$ cat src/hdl/swsr_pkg.sv
// ----------------------------------------------------------------------------
// Single-wire sensor reader package
// Request and result types, register indexes and status codes shared by the
// reader modules.
// ----------------------------------------------------------------------------
`default_nettype none

package swsr_pkg;

  localparam int CfgDataW = 20;
  localparam int CfgIdxW  = 2;

  localparam logic [CfgIdxW-1:0] CfgStartLow = 2'd0;
  localparam logic [CfgIdxW-1:0] CfgRelease  = 2'd1;
  localparam logic [CfgIdxW-1:0] CfgTimeout  = 2'd2;
  localparam logic [CfgIdxW-1:0] CfgBitThr   = 2'd3;

  localparam logic [19:0] StartLowReset = 20'd18000;
  localparam logic [9:0]  ReleaseReset  = 10'd40;
  localparam logic [19:0] TimeoutReset  = 20'd10000;
  localparam logic [9:0]  BitThrReset   = 10'd40;

  localparam logic [5:0] FrameBits = 6'd40;

  localparam logic [1:0] StatusOk       = 2'd0;
  localparam logic [1:0] StatusChecksum = 2'd1;
  localparam logic [1:0] StatusTimeout  = 2'd2;

  typedef struct packed {
    logic start_req;
    logic line_level;
  } swsr_in_t;

  typedef struct packed {
    logic       drive_low;
    logic       busy_res;
    logic       done_res;
    logic [1:0] status;
    logic [7:0] humidity;
    logic [7:0] temperature;
  } swsr_out_t;

  function automatic logic [31:0] sat_ticks(input logic [31:0] value,
                                            input logic [31:0] limit);
    return (value > limit) ? limit : value;
  endfunction

endpackage

`default_nettype wire

$ cat src/hdl/swsr_cfg.sv
// ----------------------------------------------------------------------------
// Configuration registers
// Holds the four timing registers. Start-low and timeout writes are saturated
// to the tick counter range; release and bit-threshold writes keep bits 9:0.
// ----------------------------------------------------------------------------
`default_nettype none

module swsr_cfg #(
  parameter int TICK_WIDTH = 20
) (
  input  wire logic                           clk_i,
  input  wire logic                           rst_ni,
  input  wire logic                           cfg_we_i,
  input  wire logic [swsr_pkg::CfgIdxW-1:0]   cfg_idx_i,
  input  wire logic [swsr_pkg::CfgDataW-1:0]  cfg_wdata_i,
  output logic      [TICK_WIDTH-1:0]          start_lim_o,
  output logic      [TICK_WIDTH-1:0]          release_lim_o,
  output logic      [TICK_WIDTH-1:0]          timeout_lim_o,
  output logic      [TICK_WIDTH-1:0]          bit_thr_o
);
  import swsr_pkg::*;

  localparam logic [31:0] TickMax = 32'((64'd1 << TICK_WIDTH) - 64'd1);

  logic [TICK_WIDTH-1:0] start_lim_q, release_lim_q, timeout_lim_q, bit_thr_q;
  logic [TICK_WIDTH-1:0] wdata_sat;

  assign wdata_sat = TICK_WIDTH'(sat_ticks(32'(cfg_wdata_i), TickMax));

  always_ff @(posedge clk_i or negedge rst_ni) begin
    if (!rst_ni) begin
      start_lim_q   <= TICK_WIDTH'(sat_ticks(32'(StartLowReset), TickMax));
      release_lim_q <= TICK_WIDTH'(ReleaseReset);
      timeout_lim_q <= TICK_WIDTH'(sat_ticks(32'(TimeoutReset), TickMax));
      bit_thr_q     <= TICK_WIDTH'(BitThrReset);
    end else if (cfg_we_i) begin
      case (cfg_idx_i)
        CfgStartLow: start_lim_q   <= wdata_sat;
        CfgRelease:  release_lim_q <= TICK_WIDTH'(cfg_wdata_i[9:0]);
        CfgTimeout:  timeout_lim_q <= wdata_sat;
        CfgBitThr:   bit_thr_q     <= TICK_WIDTH'(cfg_wdata_i[9:0]);
        default: begin
        end
      endcase
    end
  end

  assign start_lim_o   = start_lim_q;
  assign release_lim_o = release_lim_q;
  assign timeout_lim_o = timeout_lim_q;
  assign bit_thr_o     = bit_thr_q;

endmodule

`default_nettype wire

$ cat src/hdl/swsr_core.sv
// ----------------------------------------------------------------------------
// Reader sequencer
// Phase state machine, tick counter and frame shifter; advances by one tick
// per accepted request and produces that tick's result.
// ----------------------------------------------------------------------------
`default_nettype none

module swsr_core #(
  parameter int TICK_WIDTH = 20
) (
  input  wire logic                  clk_i,
  input  wire logic                  rst_ni,
  input  wire logic                  step_i,
  input  wire swsr_pkg::swsr_in_t    req_i,
  input  wire logic [TICK_WIDTH-1:0] start_lim_i,
  input  wire logic [TICK_WIDTH-1:0] release_lim_i,
  input  wire logic [TICK_WIDTH-1:0] timeout_lim_i,
  input  wire logic [TICK_WIDTH-1:0] bit_thr_i,
  output swsr_pkg::swsr_out_t        res_o
);
  import swsr_pkg::*;

  localparam logic [2:0] PhIdle    = 3'd0;
  localparam logic [2:0] PhLow     = 3'd1;
  localparam logic [2:0] PhRelease = 3'd2;
  localparam logic [2:0] PhAckLow  = 3'd3;
  localparam logic [2:0] PhAckHigh = 3'd4;
  localparam logic [2:0] PhBitLow  = 3'd5;
  localparam logic [2:0] PhBitHigh = 3'd6;

  logic [2:0]            phase_q, phase_d;
  logic [TICK_WIDTH-1:0] tick_q, tick_d, tick_inc;
  logic [39:0]           shift_q, shift_d;
  logic [5:0]            bits_q, bits_d;
  logic [7:0]            hum_q, hum_d, temp_q, temp_d;
  logic                  done;
  logic [1:0]            status;
  logic                  timed_out;
  logic [7:0]            byte_sum;

  assign tick_inc  = (tick_q == {TICK_WIDTH{1'b1}}) ? tick_q : tick_q + 1'b1;
  assign timed_out = tick_q >= timeout_lim_i;

  always_comb begin
    phase_d  = phase_q;
    tick_d   = tick_q;
    shift_d  = shift_q;
    bits_d   = bits_q;
    hum_d    = hum_q;
    temp_d   = temp_q;
    done     = 1'b0;
    status   = StatusOk;
    byte_sum = 8'd0;
    case (phase_q)
      PhIdle: begin
        if (req_i.start_req) begin
          phase_d = PhLow;
          tick_d  = TICK_WIDTH'(1);
          shift_d = '0;
          bits_d  = '0;
        end
      end
      PhLow: begin
        if (tick_q >= start_lim_i) begin
          phase_d = PhRelease;
          tick_d  = TICK_WIDTH'(1);
        end else begin
          tick_d = tick_inc;
        end
      end
      PhRelease: begin
        if (tick_q >= release_lim_i) begin
          phase_d = PhAckLow;
          tick_d  = '0;
        end else begin
          tick_d = tick_inc;
        end
      end
      PhAckLow, PhBitLow: begin
        if (req_i.line_level) begin
          phase_d = (phase_q == PhAckLow) ? PhAckHigh : PhBitHigh;
          tick_d  = (phase_q == PhAckLow) ? '0 : TICK_WIDTH'(1);
        end else if (timed_out) begin
          done   = 1'b1;
          status = StatusTimeout;
        end else begin
          tick_d = tick_inc;
        end
      end
      PhAckHigh: begin
        if (!req_i.line_level) begin
          phase_d = PhBitLow;
          tick_d  = '0;
        end else if (timed_out) begin
          done   = 1'b1;
          status = StatusTimeout;
        end else begin
          tick_d = tick_inc;
        end
      end
      PhBitHigh: begin
        if (!req_i.line_level) begin
          shift_d  = {shift_q[38:0], (tick_q > bit_thr_i)};
          bits_d   = bits_q + 6'd1;
          tick_d   = '0;
          byte_sum = shift_d[39:32] + shift_d[31:24] + shift_d[23:16] + shift_d[15:8];
          if (bits_d >= FrameBits) begin
            hum_d  = shift_d[39:32];
            temp_d = shift_d[23:16];
            status = (byte_sum == shift_d[7:0]) ? StatusOk : StatusChecksum;
            done   = 1'b1;
          end else begin
            phase_d = PhBitLow;
          end
        end else if (timed_out) begin
          done   = 1'b1;
          status = StatusTimeout;
        end else begin
          tick_d = tick_inc;
        end
      end
      default: begin
        phase_d = PhIdle;
        tick_d  = '0;
      end
    endcase
    if (done) begin
      phase_d = PhIdle;
      tick_d  = '0;
    end
  end

  always_ff @(posedge clk_i or negedge rst_ni) begin
    if (!rst_ni) begin
      phase_q <= PhIdle;
      tick_q  <= '0;
      shift_q <= '0;
      bits_q  <= '0;
      hum_q   <= '0;
      temp_q  <= '0;
    end else if (step_i) begin
      phase_q <= phase_d;
      tick_q  <= tick_d;
      shift_q <= shift_d;
      bits_q  <= bits_d;
      hum_q   <= hum_d;
      temp_q  <= temp_d;
    end
  end

  always_comb begin
    res_o.drive_low   = (phase_d == PhLow);
    res_o.busy_res    = (phase_d != PhIdle);
    res_o.done_res    = done;
    res_o.status      = status;
    res_o.humidity    = hum_d;
    res_o.temperature = temp_d;
  end

endmodule

`default_nettype wire

$ cat src/hdl/single_wire_sensor_reader.sv
// ----------------------------------------------------------------------------
// Single-wire sensor reader
// Times the start pulse, acknowledge and 40 data bits of a single-wire
// humidity and temperature sensor, one request per microsecond tick.
// ----------------------------------------------------------------------------
// The result of a request is registered and appears in the cycle after it is taken.
// Throughput: one request per cycle unless the output stalls; phase updates per request.
// A request is taken while the output register is empty or being drained.
// Reset puts the sequencer in idle with cleared counters and the timing
// registers at their default values.
`default_nettype none

module single_wire_sensor_reader #(
  parameter int TICK_WIDTH = 20
) (
  input  wire logic                           clk_i,
  input  wire logic                           rst_ni,
  input  wire logic                           in_valid_i,
  output logic                                in_ready_o,
  input  wire swsr_pkg::swsr_in_t             in_req_i,
  output logic                                out_valid_o,
  input  wire logic                           out_ready_i,
  output swsr_pkg::swsr_out_t                 out_res_o,
  input  wire logic                           cfg_we_i,
  input  wire logic [swsr_pkg::CfgIdxW-1:0]   cfg_idx_i,
  input  wire logic [swsr_pkg::CfgDataW-1:0]  cfg_wdata_i
);
  import swsr_pkg::*;

  logic [TICK_WIDTH-1:0] start_lim, release_lim, timeout_lim, bit_thr;
  logic                  step;
  swsr_out_t             res;
  swsr_out_t             out_q;
  logic                  out_valid_q;

  assign in_ready_o = !out_valid_q || out_ready_i;
  assign step       = in_valid_i && in_ready_o;

  swsr_cfg #(
    .TICK_WIDTH(TICK_WIDTH)
  ) u_cfg (
    .clk_i        (clk_i),
    .rst_ni       (rst_ni),
    .cfg_we_i     (cfg_we_i),
    .cfg_idx_i    (cfg_idx_i),
    .cfg_wdata_i  (cfg_wdata_i),
    .start_lim_o  (start_lim),
    .release_lim_o(release_lim),
    .timeout_lim_o(timeout_lim),
    .bit_thr_o    (bit_thr)
  );

  swsr_core #(
    .TICK_WIDTH(TICK_WIDTH)
  ) u_core (
    .clk_i        (clk_i),
    .rst_ni       (rst_ni),
    .step_i       (step),
    .req_i        (in_req_i),
    .start_lim_i  (start_lim),
    .release_lim_i(release_lim),
    .timeout_lim_i(timeout_lim),
    .bit_thr_i    (bit_thr),
    .res_o        (res)
  );

  always_ff @(posedge clk_i or negedge rst_ni) begin
    if (!rst_ni) begin
      out_valid_q <= 1'b0;
    end else if (step) begin
      out_valid_q <= 1'b1;
    end else if (out_ready_i) begin
      out_valid_q <= 1'b0;
    end
  end

  always_ff @(posedge clk_i) begin
    if (step) begin
      out_q <= res;
    end
  end

  assign out_valid_o = out_valid_q;
  assign out_res_o   = out_q;

  // A finished reading always leaves the block idle.
  assert property (@(posedge clk_i) disable iff (!rst_ni)
    out_valid_o && out_res_o.done_res |-> !out_res_o.busy_res)
    else $error("done reported while still busy");

  // Status carries a code only on the tick a reading ends.
  assert property (@(posedge clk_i) disable iff (!rst_ni)
    out_valid_o && !out_res_o.done_res |-> out_res_o.status == StatusOk)
    else $error("status set without done");

  // The line is only pulled low during a reading.
  assert property (@(posedge clk_i) disable iff (!rst_ni)
    out_valid_o && out_res_o.drive_low |-> out_res_o.busy_res)
    else $error("line driven low while idle");

endmodule

`default_nettype wire

$ cat config.mk
export PLATFORM = sky130hd
export DESIGN_NAME = single_wire_sensor_reader
export DESIGN_NICKNAME = d
export VERILOG_FILES = /design/src/hdl/swsr_pkg.sv /design/src/hdl/swsr_cfg.sv /design/src/hdl/swsr_core.sv /design/src/hdl/single_wire_sensor_reader.sv
export SDC_FILE = /design/constraint.sdc
export NUM_CORES = 1
export LEC_CHECK = 0
export ABC_AREA = 1
export BUFFER_PORTS_ARGS = -buffer_cell sky130_fd_sc_hd__clkbuf_2
export CELL_PAD_IN_SITES_DETAIL_PLACEMENT = 2
export CELL_PAD_IN_SITES_GLOBAL_PLACEMENT = 2
export CORE_MARGIN = 2
export CORE_UTILIZATION = 41
export DETAILED_ROUTE_END_ITERATION = 16
export PLACE_DENSITY_LB_ADDON = 0.2
export SLEW_MARGIN = 20
export SYNTH_ARGS = -nofsm -noshare
export SYNTH_HDL_FRONTEND = slang
export SYNTH_HIERARCHICAL = 1
export SYNTH_SLANG_ARGS = --single-unit
$ cat constraint.sdc
create_clock -name clk_i -period 4.6 [get_ports clk_i]
set_input_delay 0.23 -clock clk_i [delete_from_list [all_inputs] [get_ports clk_i]]
set_output_delay 0.23 -clock clk_i [all_outputs]
set_load 0.05 [all_outputs]
Word-level counts from Yosys, hierarchy flattened. Index checks and enable logic that the tools add are counted.

Register bits: 166. Input port bits: 29. Output and inout port bits: 23.

$add $sub $neg: 5. $lt $le $gt $ge: 5. Eq/ne operators: 15. Multiplexer cells: 47. Reduce and logical (&&, ||, !) cells: 16.

Operator list (count): 20-bit 2-to-1 mux (8); 20-bit one-hot mux with 5 select lines (1); 39-bit 2-to-1 mux (2); 39-bit one-hot mux with 2 select lines (1); 8-bit 2-to-1 mux (6); 20-bit >= comparator (2); 8-bit adder (3); 3-bit 2-to-1 mux (8); 20-bit by 1-bit adder with 20-bit output (second input constant) (1); 20-bit == test (second input constant) (1); 20-bit by 10-bit >= comparator with 1-bit output (1); 20-bit by 10-bit greater-than comparator with 1-bit output (1); 3-bit one-hot mux with 6 select lines (1); 2-bit 2-to-1 mux (6); 6-bit 2-to-1 mux (2); 6-bit one-hot mux with 2 select lines (1); 2-bit AND reduction (5); 3-bit == test (second input constant) (3); 1-bit 2-to-1 mux (9); 8-bit == test (1); 6-bit by 1-bit adder with 6-bit output (second input constant) (1); 3-bit by 1-bit == test with 1-bit output (second input constant) (2); 3-bit by 2-bit == test with 1-bit output (second input constant) (2); 6-bit >= comparator (second input constant) (1); other kinds (15) (19).

Logic depth before layout (Yosys ltp).
Depth in word-level cells: 8. Depth in mapped cells: 19.

Hierarchy. Netlist, hierarchy kept.

By module, submodules not included: swsr_core (instances 1, cells an instance 1017, area an instance 7303.3 um^2, seq. area each 2102.0 um^2); swsr_cfg (instances 1, cells an instance 291, area an instance 2672.6 um^2, seq. area each 1519.0 um^2); single_wire_sensor_reader (instances 1, cells an instance 27, area an instance 675.6 um^2, seq. area each 655.6 um^2).

Worst setup path before layout. Ideal clock, no wire load.

Path kind: flip-flop to flip-flop. Start point: register u_core.shift_q[8]. End point: register out_q, in the netlist out_res_o[16], data pin. Data arrival time: 2.864 ns. Required time: 4.334 ns. Slack: 1.470 ns. Stages on the path, launching flop included: 15. Path buffers: 0. Path through: dfrtp_1 -> fa_1 -> inv_1 -> fa_1 -> inv_1 -> ha_1 -> fa_1 -> xor2_1 -> xor2_1 -> nor3_1 -> nand3_1 -> nor2_1 -> nand3_1 -> nor2_1 -> nor2_1.

RTL lines: start, declared (RTL line swsr_core.sv:33) `logic [39:0] shift_q, shift_d;`; start signal, assigned (RTL line swsr_core.sv:144) `shift_q <= shift_d;`; end signal, assigned (RTL line single_wire_sensor_reader.sv:79) `out_q <= res;`; end, declared (RTL line single_wire_sensor_reader.sv:33) `swsr_out_t out_q;`.

==> qor.txt <==
OUTCOME
--------------------------------------------------------------------------------------------
Run status                                                                      finished, final reports clean

LOGIC SYNTHESIS
--------------------------------------------------------------------------------------------
Number of standard cells after synthesis                                               1,335
Post-synthesis sequential area ratio                                                   0.402
Leading cell types by total area after synthesis                                dfrtp_1 31%, nand2_1 14%, ha_1 11%, inv_1 7.1%, edfxtp_1 5.9%
Main flop type after synthesis                                                       dfrtp_1
Most area-hungry cell type in the Yosys netlist                                      dfrtp_1
Post-synthesis adder-cell area fraction                                                0.132
Post-synth EDFFs                                                                          21
Xor/xnor share of the synthesized area                                                0.0214
Most used standard cells in the synthesized netlist                             410 x nand2_1, 201 x inv_1, 131 x dfrtp_1
Flip-flop and latch count after synthesis                                                166
Main combinational cell family by area after synthesis                          simple AND/OR/NAND/NOR gates
Area share of the largest cell type after synthesis                                    0.308
Post-synthesis async set-or-reset flop share                                           0.873
Basic-gate share of the synthesized area counting and, or, nand and nor cells          0.256
Total of warnings raised by yosys                                                          6
Number of different library cells in the post-synthesis netlist                           42
Multiplexer area fraction after synthesis                                                  0
Most numerous cell in the Yosys netlist                                              nand2_1
Compound-cell area share of the yosys netlist                                         0.0775
Average cell area after synthesis                                                  7.98 um^2
Post-Synthesis Cell Area                                                         10,700 um^2

FLOORPLAN
--------------------------------------------------------------------------------------------
Effective utilization at floorplan                                                     0.421
Die height                                                                            165 um
Core area                                                                        25,300 um^2
Number of top-level pins                                                                  52
Horiz. Die Dim                                                                        165 um
Die Outline Area                                                                 27,300 um^2
Cell row count                                                                            58

STA
--------------------------------------------------------------------------------------------
Total Negative Setup Slacks                                                             0 ns
Final critical-path required period                                                  3.63 ns
Count of final hold-check violations                                                       0
Final setup violating endpoints                                                            0
Max-slew violation total from the final report                                             0
Actual transition at the worst max-transition pin                                    1.01 ns
Max-Slew Margin vs Limit                                                               0.328
Setup slack after layout                                                            0.972 ns
Final critical-path share of the clock period                                          0.789
Highest clock frequency the design can meet                                          276 MHz
Post-route clock skew                                                              0.0122 ns
Unrepaired setup endpoints after global routing                                        false

GLOBAL ROUTE
--------------------------------------------------------------------------------------------
Via count of the first global-routing pass                                            11,000
Gr usage total                                                                         0.302
First-pass GRT wire length                                                         62,100 um
Antenna violations before repair                                                           0
Total global routing overflow                                                              0
Maximum number of pins on one net before global-route repair                              64

HOLD PATH
--------------------------------------------------------------------------------------------
Endpoint with the worst hold slack                                              u_cfg/timeout_lim_o[13]$_DFFE_PN1P_
Hold Crit Class                                                                    in -> reg
Startpoint of the worst hold path                                               cfg_wdata_i[13]
Hold depth                                                                                 3

PLACED DESIGN
--------------------------------------------------------------------------------------------
Sum of net half-perimeters after detailed placement                                25,400 um
Placement Setup Slack                                                                1.14 ns
Gpl congestion                                                                         0.796
Input/output buffers                                                                      51

DRT
--------------------------------------------------------------------------------------------
Average routed wire per standard cell                                                22.8 um
Detail-routed via count per cell                                                        5.59
Antenna-violating nets left                                                                0
Post-route DRC                                                                             0
Via count                                                                              9,571
1st-pass router iterations                                                                 5
Final routed wirelength across all metal layers                                    39,100 um
DR iter-0 viols                                                                          548

CLOCKING
--------------------------------------------------------------------------------------------
Number of CTS-inserted buffers                                                            17
CTS Root Cell                                                                      clkbuf_16
H-tree depth                                                                               4
Clock Path Buffers                                                                         2
Reg clk slew, reported paths                                                         0.08 ns
TritonCTS clock tree                                                                   built
Clock sink total                                                                         166
Clock latency on the worst-skew pair                                                 0.45 ns

CRITICAL PATH
--------------------------------------------------------------------------------------------
Depth of the most critical reg-to-reg path                                                14
Critical Path Slowest Stage Cell                                                        fa_1
Signal arrival time at the worst endpoint                                            3.80 ns
Launching point of the worst reg2reg path                                       u_core/shift_q[8]$_DFFE_PN0P_
Worst Path Max Fanout                                                                      2
Required time reported for the critical path endpoint                                4.77 ns
Class of the most critical setup path                                             reg -> reg
Slack of the worst reg-to-reg path                                                   0.97 ns
Reg2reg end                                                                     out_res_o[16]$_DFFE_PP_
Startpoint type of the worst setup path                                            flip-flop
Slowest Stage Delay on Critical Path                                                 0.57 ns
Chain of cells forming the critical path                                        fa_1, inv_1, fa_1, inv_1, ha_1, fa_1, xor2_1, xor2_1, nor3_1, nand3_1, nor2_1, nand3_1, nor2_1, nor2_1
CP endpoint kind                                                                   flip-flop

POWER AND IR DROP
--------------------------------------------------------------------------------------------
Peak supply drop                                                                  0.000234 V
Leakage power summed over all cells                                                  6.00 nW
Total power density per cell area                                                419 nW/um^2

LAYOUT
--------------------------------------------------------------------------------------------
Number of fillers in the final layout                                                  2,878
Post-synthesis to final-layout area growth                                             9.77%
Fraction of layout instances using a drive strength above 1                           0.0970
Diode insertion count for antenna repair                                                   0
Post-layout nets                                                                       1,501

RUN
--------------------------------------------------------------------------------------------
Number of maximum-capacitance violations                                                   0

worst max-delay path by stage:
stage | startpoint | to | slack, ns | cells past startpoint
global placement | u_core/shift_q[8]$_DFFE_PN0P_ | out_res_o[16]$_DFFE_PP_ | 1.30 | 14
finish | u_core/shift_q[8]$_DFFE_PN0P_ | out_res_o[16]$_DFFE_PP_ | 0.97 | 14
CTS | u_core/shift_q[8]$_DFFE_PN0P_ | out_res_o[16]$_DFFE_PP_ | 0.94 | 14
floorplan | u_core/shift_q[8]$_DFFE_PN0P_ | out_res_o[16]$_DFFE_PP_ | 1.47 | 14
global route | u_core/shift_q[8]$_DFFE_PN0P_ | out_res_o[16]$_DFFE_PP_ | 0.81 | 16
detailed placement | u_core/shift_q[8]$_DFFE_PN0P_ | out_res_o[16]$_DFFE_PP_ | 1.14 | 14
worst max-delay path: cells and delay by family, from the launching register on:
family,cells,cell delay (ns)
xor+xnor,2,0.37
simple gates,6,0.77
flops,1,0.41
buf+inv,2,0.10
fa+ha+maj,4,1.71
state kept, by name, summed over array words and instances, names as in the netlist:
signal and count:
u_cfg/release_lim_o 10, u_core/shift_q 39, u_core/hum_q 8, out_valid_o 1, u_core/tick_q 20, u_core/phase_q 3
u_core/temp_q 8, u_cfg/bit_thr_o 10, u_core/bits_q 6, u_cfg/timeout_lim_o 20, u_cfg/start_lim_o 20, out_res_o 21
cell families (layout without fill, tap and decap cells):
logic type               Yosys count  count (layout)
buffers and inverters            271             298
other                              1              20
adder cells (fa/ha/maj)          104             104
AO/OA/AOI/OAI                    143             143
AND/OR/NAND/NOR                  624             624
XOR/XNOR                          26              26
flip-flops                       166             166
metrics by stage:
stage / hold WS [ns] / power (mW) / std cells / cell area (um^2) / utilization
after detailed placement: 0.228 / 3.28 / 1677 / 11100 / 0.436
after global routing: 0.0203 / 5.16 / 1711 / 11700 / 0.462
after floorplan: -0.0656 / 2.86 / 1354 / 10700 / -
after global placement: 0.219 / 3.15 / 1677 / 11100 / 0.436
after CTS: 0.00341 / 4.91 / 1711 / 11700 / 0.462
final: 0.00304 / 4.89 / 1711 / 11700 / 0.462
layout by cell type, fill, tap and decap left out, types with 14 or more instances in the layout:
| master | netlist | layout |
|---|---|---|
| o21ai_0 | 42 | 42 |
| clkbuf_16 | 0 | 17 |
| nor2_1 | 50 | 49 |
| a21oi_1 | 34 | 33 |
| inv_1 | 201 | 201 |
| clkbuf_2 | 0 | 50 |
| conb_1 | 1 | 20 |
| nand2_1 | 410 | 410 |
| dfrtp_1 | 131 | 131 |
| nor3_1 | 15 | 15 |
| nand4_1 | 50 | 50 |
| o22ai_1 | 40 | 40 |
| ha_1 | 90 | 90 |
| dfstp_2 | 14 | 14 |
| xor2_1 | 18 | 18 |
| nand3_1 | 76 | 76 |
| edfxtp_1 | 21 | 21 |
| fa_1 | 14 | 14 |
layout make-up:
cell class | instances | area, um^2 | area share
Inverter | 205 | 769 | 0.0658
Multi-Input combinational cell | 917 | 5270 | 0.451
Sequential cell | 166 | 4280 | 0.366
Timing Repair Buffer | 61 | 342 | 0.0292
Tap cell | 330 | 413 | 0.0353
Clock buffer | 17 | 425 | 0.0364
Clock inverter | 15 | 195 | 0.0167
metal layers:
layer	wire, um	GRT usage
met5	0	0
met4	1220	0.112
met3	1470	0.0470
met2	19500	0.527
met1	16800	0.377
repair_timing:
item,in CTS,in global routing
endpoints found under the setup margin,0,0
gates resized for setup,0,0
hold buffers,2,0
hold endpoints to repair,48,0
buffers inserted,0,0
power breakdown:
group	switching (mW)	internal (mW)	total, mW
clock network	0.780	0.747	1.53
logic	1.04	0.432	1.47
registers	0.192	1.70	1.90
Power figures use the tool's default switching activity.
